--- config.mk ---
export PLATFORM = sky130hd
export DESIGN_NAME = phase_angle_dimmer_with_serial_level_top
export DESIGN_NICKNAME = d
export VERILOG_FILES = /design/src/rtl/core/padsl_pkg.sv /design/src/rtl/core/phase_angle_dimmer_with_serial_level_top.sv
export SDC_FILE = /design/constraint.sdc
export NUM_CORES = 1
export LEC_CHECK = 0
export BUFFER_PORTS_ARGS = -buffer_cell sky130_fd_sc_hd__buf_4
export CORE_ASPECT_RATIO = 0.8
export CORE_MARGIN = 1
export CORE_UTILIZATION = 33
export CTS_CLUSTER_DIAMETER = 80
export CTS_CLUSTER_SIZE = 40
export DETAILED_ROUTE_END_ITERATION = 10
export SLEW_MARGIN = 20
export SYNTH_ARGS = -nofsm -noshare
export SYNTH_HDL_FRONTEND = slang
export SYNTH_SLANG_ARGS = --single-unit
--- constraint.sdc ---
create_clock -name i_clk -period 27.7 [get_ports i_clk]
set_clock_uncertainty 0.2 [all_clocks]
set_input_delay 4.155 -clock i_clk [delete_from_list [all_inputs] [get_ports i_clk]]
set_output_delay 4.155 -clock i_clk [all_outputs]
set_load 0.03 [all_outputs]
--- src/rtl/core/padsl_pkg.sv ---
// ----------------------------------------------------------------------------
// padsl_pkg
// Shared types and constants of the phase-angle dimmer with serial level.
// ----------------------------------------------------------------------------
`default_nettype none

package padsl_pkg;

    // Debounce register
    localparam int CFG_BITS       = 8;
    localparam logic [CFG_BITS-1:0] DEBOUNCE_RESET = 8'd8;

    // Input transaction: five pin samples, padded to one byte
    localparam int IN_BITS        = 5;
    localparam int IN_TDATA_BITS  = 8;

    // Pin sample, cs_level in bit 0 up to timer_tick in bit 4
    typedef struct packed {
        logic timer_tick;
        logic zc_level;
        logic data_level;
        logic sclk_level;
        logic cs_level;
    } t_pins;

endpackage

`default_nettype wire

--- src/rtl/core/phase_angle_dimmer_with_serial_level_top.sv ---
// ----------------------------------------------------------------------------
// phase_angle_dimmer_with_serial_level_top
// Triac phase-angle dimmer: serial level receive, zero-cross debounce,
// phase timer and gate firing compare, one pin sample per transaction.
// ----------------------------------------------------------------------------
// Usage:
//   Slave channel (s_axis_*) carries one sample of the pins per transaction:
//   chip select, serial clock, serial data, zero-cross level and timer tick.
//   Master channel (m_axis_*) returns exactly one result per sample: triac
//   drive, latched dim level, captured half period and a level-updated flag.
//   i_cfg_we / i_cfg_wdata write the debounce sample count (reset 8); write
//   it only while no sample is in flight.
//   The sample waits in the input register; edge detection, receive,
//   debounce, timer update and the period * level multiply with the firing
//   compare then run combinationally into the output register.
//   Throughput is one sample per cycle while m_axis_tready does not stall
//   the output register; the state update loop sets that figure.
//   Reset (i_rst_n low, synchronous) empties both registers, sets the level
//   to half scale and clears timer, period and drive.
//   When m_axis_tready is low the result holds in the output register and the
//   input register still takes one more sample; s_axis_tready then drops.
// ----------------------------------------------------------------------------
`default_nettype none

module phase_angle_dimmer_with_serial_level_top #(
    parameter int TIMER_BITS = 16,
    parameter int LEVEL_BITS = 8
) (
    input  wire                                     i_clk,
    input  wire                                     i_rst_n,
    // fields from bit 0: cs_level, sclk_level, data_level, zc_level, timer_tick
    input  wire  [padsl_pkg::IN_TDATA_BITS-1:0]     s_axis_tdata,
    input  wire                                     s_axis_tvalid,
    output logic                                    s_axis_tready,
    // fields from bit 0: triac_drive, dim_level, half_period, level_updated
    output logic [((TIMER_BITS+LEVEL_BITS+9)/8)*8-1:0] m_axis_tdata,
    output logic                                    m_axis_tvalid,
    input  wire                                     m_axis_tready,
    input  wire                                     i_cfg_we,
    input  wire  [padsl_pkg::CFG_BITS-1:0]          i_cfg_wdata
);

    localparam int OUT_BITS       = TIMER_BITS + LEVEL_BITS + 2;
    localparam int OUT_TDATA_BITS = ((TIMER_BITS + LEVEL_BITS + 9) / 8) * 8;
    localparam int PROD_BITS      = TIMER_BITS + LEVEL_BITS;

    // Configuration
    logic [padsl_pkg::CFG_BITS-1:0] r_debounce_samples;

    // Input register
    logic              r_in_valid;
    padsl_pkg::t_pins  r_pins;

    // Block state
    logic                           r_prev_cs, n_prev_cs;
    logic                           r_prev_sclk, n_prev_sclk;
    logic                           r_prev_zc, n_prev_zc;
    logic [LEVEL_BITS-1:0]          r_shift_value, n_shift_value;
    logic [LEVEL_BITS-1:0]          r_bit_mask, n_bit_mask;
    logic [LEVEL_BITS-1:0]          r_level, n_level;
    logic [TIMER_BITS-1:0]          r_period, n_period;
    logic [TIMER_BITS-1:0]          r_phase_timer, n_phase_timer;
    logic                           r_drive, n_drive;
    logic [padsl_pkg::CFG_BITS-1:0] r_debounce_count, n_debounce_count;
    logic                           r_debounce_active, n_debounce_active;

    // Output register
    logic                r_out_valid;
    logic [OUT_BITS-1:0] r_out_data, n_out_data;

    logic                  w_advance;
    logic                  w_cs_rise, w_cs_fall, w_sclk_rise, w_zc_fall;
    logic                  w_capture;
    logic                  w_updated;
    logic [PROD_BITS-1:0]  w_prod;
    logic [TIMER_BITS-1:0] w_mark;

    assign w_advance     = r_in_valid & (~r_out_valid | m_axis_tready);
    assign s_axis_tready = ~r_in_valid | w_advance;
    assign m_axis_tvalid = r_out_valid;
    assign m_axis_tdata  = OUT_TDATA_BITS'(r_out_data);

    always_comb begin
        w_cs_rise   = r_pins.cs_level & ~r_prev_cs;
        w_cs_fall   = ~r_pins.cs_level & r_prev_cs;
        w_sclk_rise = r_pins.sclk_level & ~r_prev_sclk;
        w_zc_fall   = ~r_pins.zc_level & r_prev_zc;

        n_shift_value     = r_shift_value;
        n_bit_mask        = r_bit_mask;
        n_level           = r_level;
        n_period          = r_period;
        n_phase_timer     = r_phase_timer;
        n_drive           = r_drive;
        n_debounce_count  = r_debounce_count;
        n_debounce_active = r_debounce_active;
        w_capture         = 1'b0;
        w_updated         = 1'b0;

        // serial receive, LSB first
        if (w_cs_rise) begin
            n_shift_value = '0;
            n_bit_mask    = LEVEL_BITS'(1);
        end else if (w_sclk_rise && r_pins.cs_level && (r_bit_mask != '0)) begin
            if (r_pins.data_level) begin
                n_shift_value = r_shift_value | r_bit_mask;
            end
            n_bit_mask = r_bit_mask << 1;
        end
        if (w_cs_fall) begin
            n_level   = n_shift_value;
            w_updated = 1'b1;
        end

        // zero-cross debounce
        if (w_zc_fall) begin
            n_debounce_active = 1'b1;
            n_debounce_count  = '0;
            if (r_debounce_samples == '0) begin
                w_capture = 1'b1;
            end
        end else if (r_debounce_active) begin
            if (r_pins.zc_level) begin
                n_debounce_active = 1'b0;
                n_debounce_count  = '0;
            end else begin
                n_debounce_count = r_debounce_count + padsl_pkg::CFG_BITS'(1);
                if (n_debounce_count >= r_debounce_samples) begin
                    w_capture = 1'b1;
                end
            end
        end

        // capture takes the timer before any tick of this sample
        if (w_capture) begin
            n_period          = r_phase_timer;
            n_phase_timer     = '0;
            n_drive           = 1'b0;
            n_debounce_active = 1'b0;
            n_debounce_count  = '0;
        end else if (r_pins.timer_tick) begin
            n_phase_timer = r_phase_timer + TIMER_BITS'(1);
        end

        // fire once the timer reaches period - period * level / 2^LEVEL_BITS
        w_prod = PROD_BITS'(n_period) * PROD_BITS'(n_level);
        w_mark = n_period - w_prod[PROD_BITS-1:LEVEL_BITS];
        if (n_phase_timer >= w_mark) begin
            n_drive = 1'b1;
        end

        n_prev_cs   = r_pins.cs_level;
        n_prev_sclk = r_pins.sclk_level;
        n_prev_zc   = r_pins.zc_level;

        n_out_data = {w_updated, n_period, n_level, n_drive};
    end

    always_ff @(posedge i_clk) begin
        if (!i_rst_n) begin
            r_debounce_samples <= padsl_pkg::DEBOUNCE_RESET;
        end else if (i_cfg_we) begin
            r_debounce_samples <= i_cfg_wdata;
        end
    end

    always_ff @(posedge i_clk) begin
        if (!i_rst_n) begin
            r_in_valid <= 1'b0;
        end else if (s_axis_tready) begin
            r_in_valid <= s_axis_tvalid;
        end
    end

    always_ff @(posedge i_clk) begin
        if (s_axis_tready && s_axis_tvalid) begin
            r_pins <= padsl_pkg::t_pins'(s_axis_tdata[padsl_pkg::IN_BITS-1:0]);
        end
    end

    always_ff @(posedge i_clk) begin
        if (!i_rst_n) begin
            r_prev_cs         <= 1'b0;
            r_prev_sclk       <= 1'b0;
            r_prev_zc         <= 1'b1;
            r_shift_value     <= '0;
            r_bit_mask        <= '0;
            r_level           <= LEVEL_BITS'(1) << (LEVEL_BITS - 1);
            r_period          <= '0;
            r_phase_timer     <= '0;
            r_drive           <= 1'b0;
            r_debounce_count  <= '0;
            r_debounce_active <= 1'b0;
        end else if (w_advance) begin
            r_prev_cs         <= n_prev_cs;
            r_prev_sclk       <= n_prev_sclk;
            r_prev_zc         <= n_prev_zc;
            r_shift_value     <= n_shift_value;
            r_bit_mask        <= n_bit_mask;
            r_level           <= n_level;
            r_period          <= n_period;
            r_phase_timer     <= n_phase_timer;
            r_drive           <= n_drive;
            r_debounce_count  <= n_debounce_count;
            r_debounce_active <= n_debounce_active;
        end
    end

    // hold the result until the master side takes it
    always_ff @(posedge i_clk) begin
        if (!i_rst_n) begin
            r_out_valid <= 1'b0;
        end else if (w_advance) begin
            r_out_valid <= 1'b1;
        end else if (m_axis_tready) begin
            r_out_valid <= 1'b0;
        end
    end

    always_ff @(posedge i_clk) begin
        if (w_advance) begin
            r_out_data <= n_out_data;
        end
    end

endmodule

`default_nettype wire

==> metrics.txt <==
Worst path slowest cell o41ai_1; slowest stage delay, CP 0.68 ns; failing checks design-rule violations; Synth Area in Adders 28.8%; worst-path fanout max 37; largest family of logic cells by synthesized area adder cells; CTS Buf Count 9; max-cap violations 0; CTS tree yes; Distinct cells, synth 66; Clock Root Buffer clkbuf_16; pre-CTS setup slack 16.70 ns; Final Cycle Share 39.9%; # fillers 2872; Final min period 11.05 ns; status complete, but fails checks; Iter 0 DRT Violations 386; DR DRC count 4; design area 10700 um2; antenna violations before repair 0; top cells by area, synth fa_1 18%, dfxtp_1 16%, ha_1 11%; area added between synthesis and finish 11.3%; CP Capture Type register; Cell Area, Placed 10400 um2; register area share after synthesis 26.2%; number of vias in the routed layout 7219; vias per cell 4.87; vias in the first global route 7374; Hold WS 0.275 ns; I/O pins 55; P per Cell Area 39.1 nW/um2; unrepaired setup endpoints after global routing false; main flop type after synthesis dfxtp_1; Max VDD drop 0.0279 mV; Max-slew headroom 40.0%; Worst Path Arrival 11.10 ns; Critical Path RT 27.75 ns; Post-synth EDFFs 31; Ys Warns 0; PortBufs 45; area leader, netlist fa_1; GRT overflow 0; CTS clk-pin slew, worst paths 0.08 ns; Std-Cell Rows 55; Core Region 28400 um2; 1st-pass router iterations 7; Synth Area in Compound Gates 13.1%; Buf/Inv on CP 5; Synth Area in Simple Gates 17.1%; per-cell routed wire length 14.8 um; worst min-delay path class register to register; H-tree depth 3; Post-Syn Instances 1072; Post-DP HPWL 16.4 mm; clock sink count 110; cts hold-fix bufs 0; Setup Buffers After CTS 0; Setup Viol. Count Final 0; die width 193 um; final setup TNS 0 ns; Routed Antenna Nets 0; Post-Synth XOR/XNOR Area 4.75%; share of cells above drive strength 1 9.27%; syn_area_per_cell 8.95 um2; # diodes 0; # nets final 1297; maximum clock frequency 90.5 MHz; Tot GR Track Use 15.9%; final worst slack 16.65 ns; Worst-Skew Late Latency 0.36 ns; Final Slew Violations 0; CTS resizes 0; nature of the critical path startpoint register; Final Hold Viols 0; CP dominant cell by count ha_1; multiplexer area fraction after synthesis 2.64%; routability congestion estimate 0.840; number of register bits inferred by synthesis 110; Routed WL 21.9 mm; DIE HEIGHT 154 um; critical path type register to register; Mapped Area 9590 um2; first-pass GRT wire length 37.5 mm; Least-Margin Pin Slew 0.901 ns; die area 29800 um2; clock tree buffer depth 2; Post-Route Utilization 37.6%; share of the synthesized area in the top cell type 17.5%; Leak 5.10 nW; Post-synth ARST share 0%; cell family with most CP delay compound AO/OA/AOI/OAI gates; largest net degree at the start of global routing 79; Starting Density 33.7%
-- path summary, 6_finish.rpt --
kind / from / end / slack (ns) / depth (start not counted)
worst max register to register: r_debounce_count[0] / r_drive / 16.65 / 43
worst max-delay path: r_debounce_count[0] / r_drive / 16.65 / 43
worst min-delay path: r_prev_sclk / r_prev_sclk / 0.27 / 2
worst min register to register: r_prev_sclk / r_prev_sclk / 0.27 / 2
-- per-stage QoR --
step,power (mW),std cells
6_report,0.417,1481
5_1_grt,0.443,1481
4_1_cts,0.423,1481
3_5_place_dp,0.281,1465
3_3_place_gp,0.279,1465
2_1_floorplan,0.254,1077
-- cell usage after synthesis, drive strengths merged, types with 4 or more instances --
master	n
a21boi	18
a21o	24
a21oi	37
a22oi	14
and2	11
and3	9
buf	15
clkbuf	27
dfxtp	79
edfxtp	31
fa	84
ha	86
inv	142
mux2i	23
nand2	126
nand2b	6
nand3	12
nand4	10
nor2	129
nor2b	30
nor3	10
nor4	4
o211a	16
o211ai	4
o21a	13
o21ai	23
o21bai	5
xnor2	28
xor2	24
-- worst min-delay path: stages (launching register included) --
cell	delay, ns
dfxtp_1	0.31
nand2_1	0.05
a21boi_0	0.06
-- flip-flops by register name, indices dropped and copies added (netlist names), 2 cells and up --
name	flops
r_out_data	26
r_phase_timer	16
r_bit_mask	8
r_debounce_count	8
r_pins	2
r_level	8
r_shift_value	8
r_debounce_samples	8
r_period	16
-- cells in the final DEF, fill, tap and decap left out, types with 6 or more instances in the layout --
cell       count
edfxtp_1      31
nor3_1         8
and2_1        10
mux2i_1       20
nand2_1      126
clkbuf_16      9
xor2_1        24
and3_1         8
conb_1         6
nor2b_1       30
ha_1          86
a21boi_0      18
a21o_1        24
fa_1          84
nand4_1       10
xnor2_1       28
o21a_1        13
dfxtp_1       79
buf_4         60
inv_1        139
nand2b_1       6
a21oi_1       32
nor2_1       128
a22oi_1       14
o21ai_0       17
o211a_1       16
nand3_1       12
-- layer usage --
layer	track usage, %	part of all wire, %	up-vias
met5	0	0	-
met4	4.39	1.6	0
met3	2.81	4.4	17
met2	25.3	45	120
met1	22.0	49	3511
li1	-	-	3571
-- cells by family (layout without fill, tap and decap cells) --
logic type      count (synthesis)  in the layout
fa+ha+maj                     170            170
xor+xnor                       52             52
flops                         110            110
other cells                     1              6
compound gates                173            173
simple gates                  357            357
mux                            25             25
buf+inv                       184            218
-- where the power goes --
| group | internal, mW | switching (mW) | leakage (nW) |
|---|---|---|---|
| Sequential | 0.171 | 0.00363 | 0.938 |
| Combinational | 0.0409 | 0.0609 | 4.01 |
| Clock | 0.0746 | 0.0657 | 0.157 |
-- layout make-up --
| cell class | count | area [um2] | area share (%) |
|---|---|---|---|
| timing repair buffer | 60 | 450 | 4.22 |
| sequential | 110 | 2510 | 23.5 |
| inverter | 142 | 533 | 4.99 |
| tap | 370 | 463 | 4.34 |
| multi-input combinational | 783 | 6400 | 60.0 |
| clock buffer | 10 | 239 | 2.24 |
| clock inverter | 6 | 76.3 | 0.715 |
No activity file was read; power rests on OpenSTA's default activity.
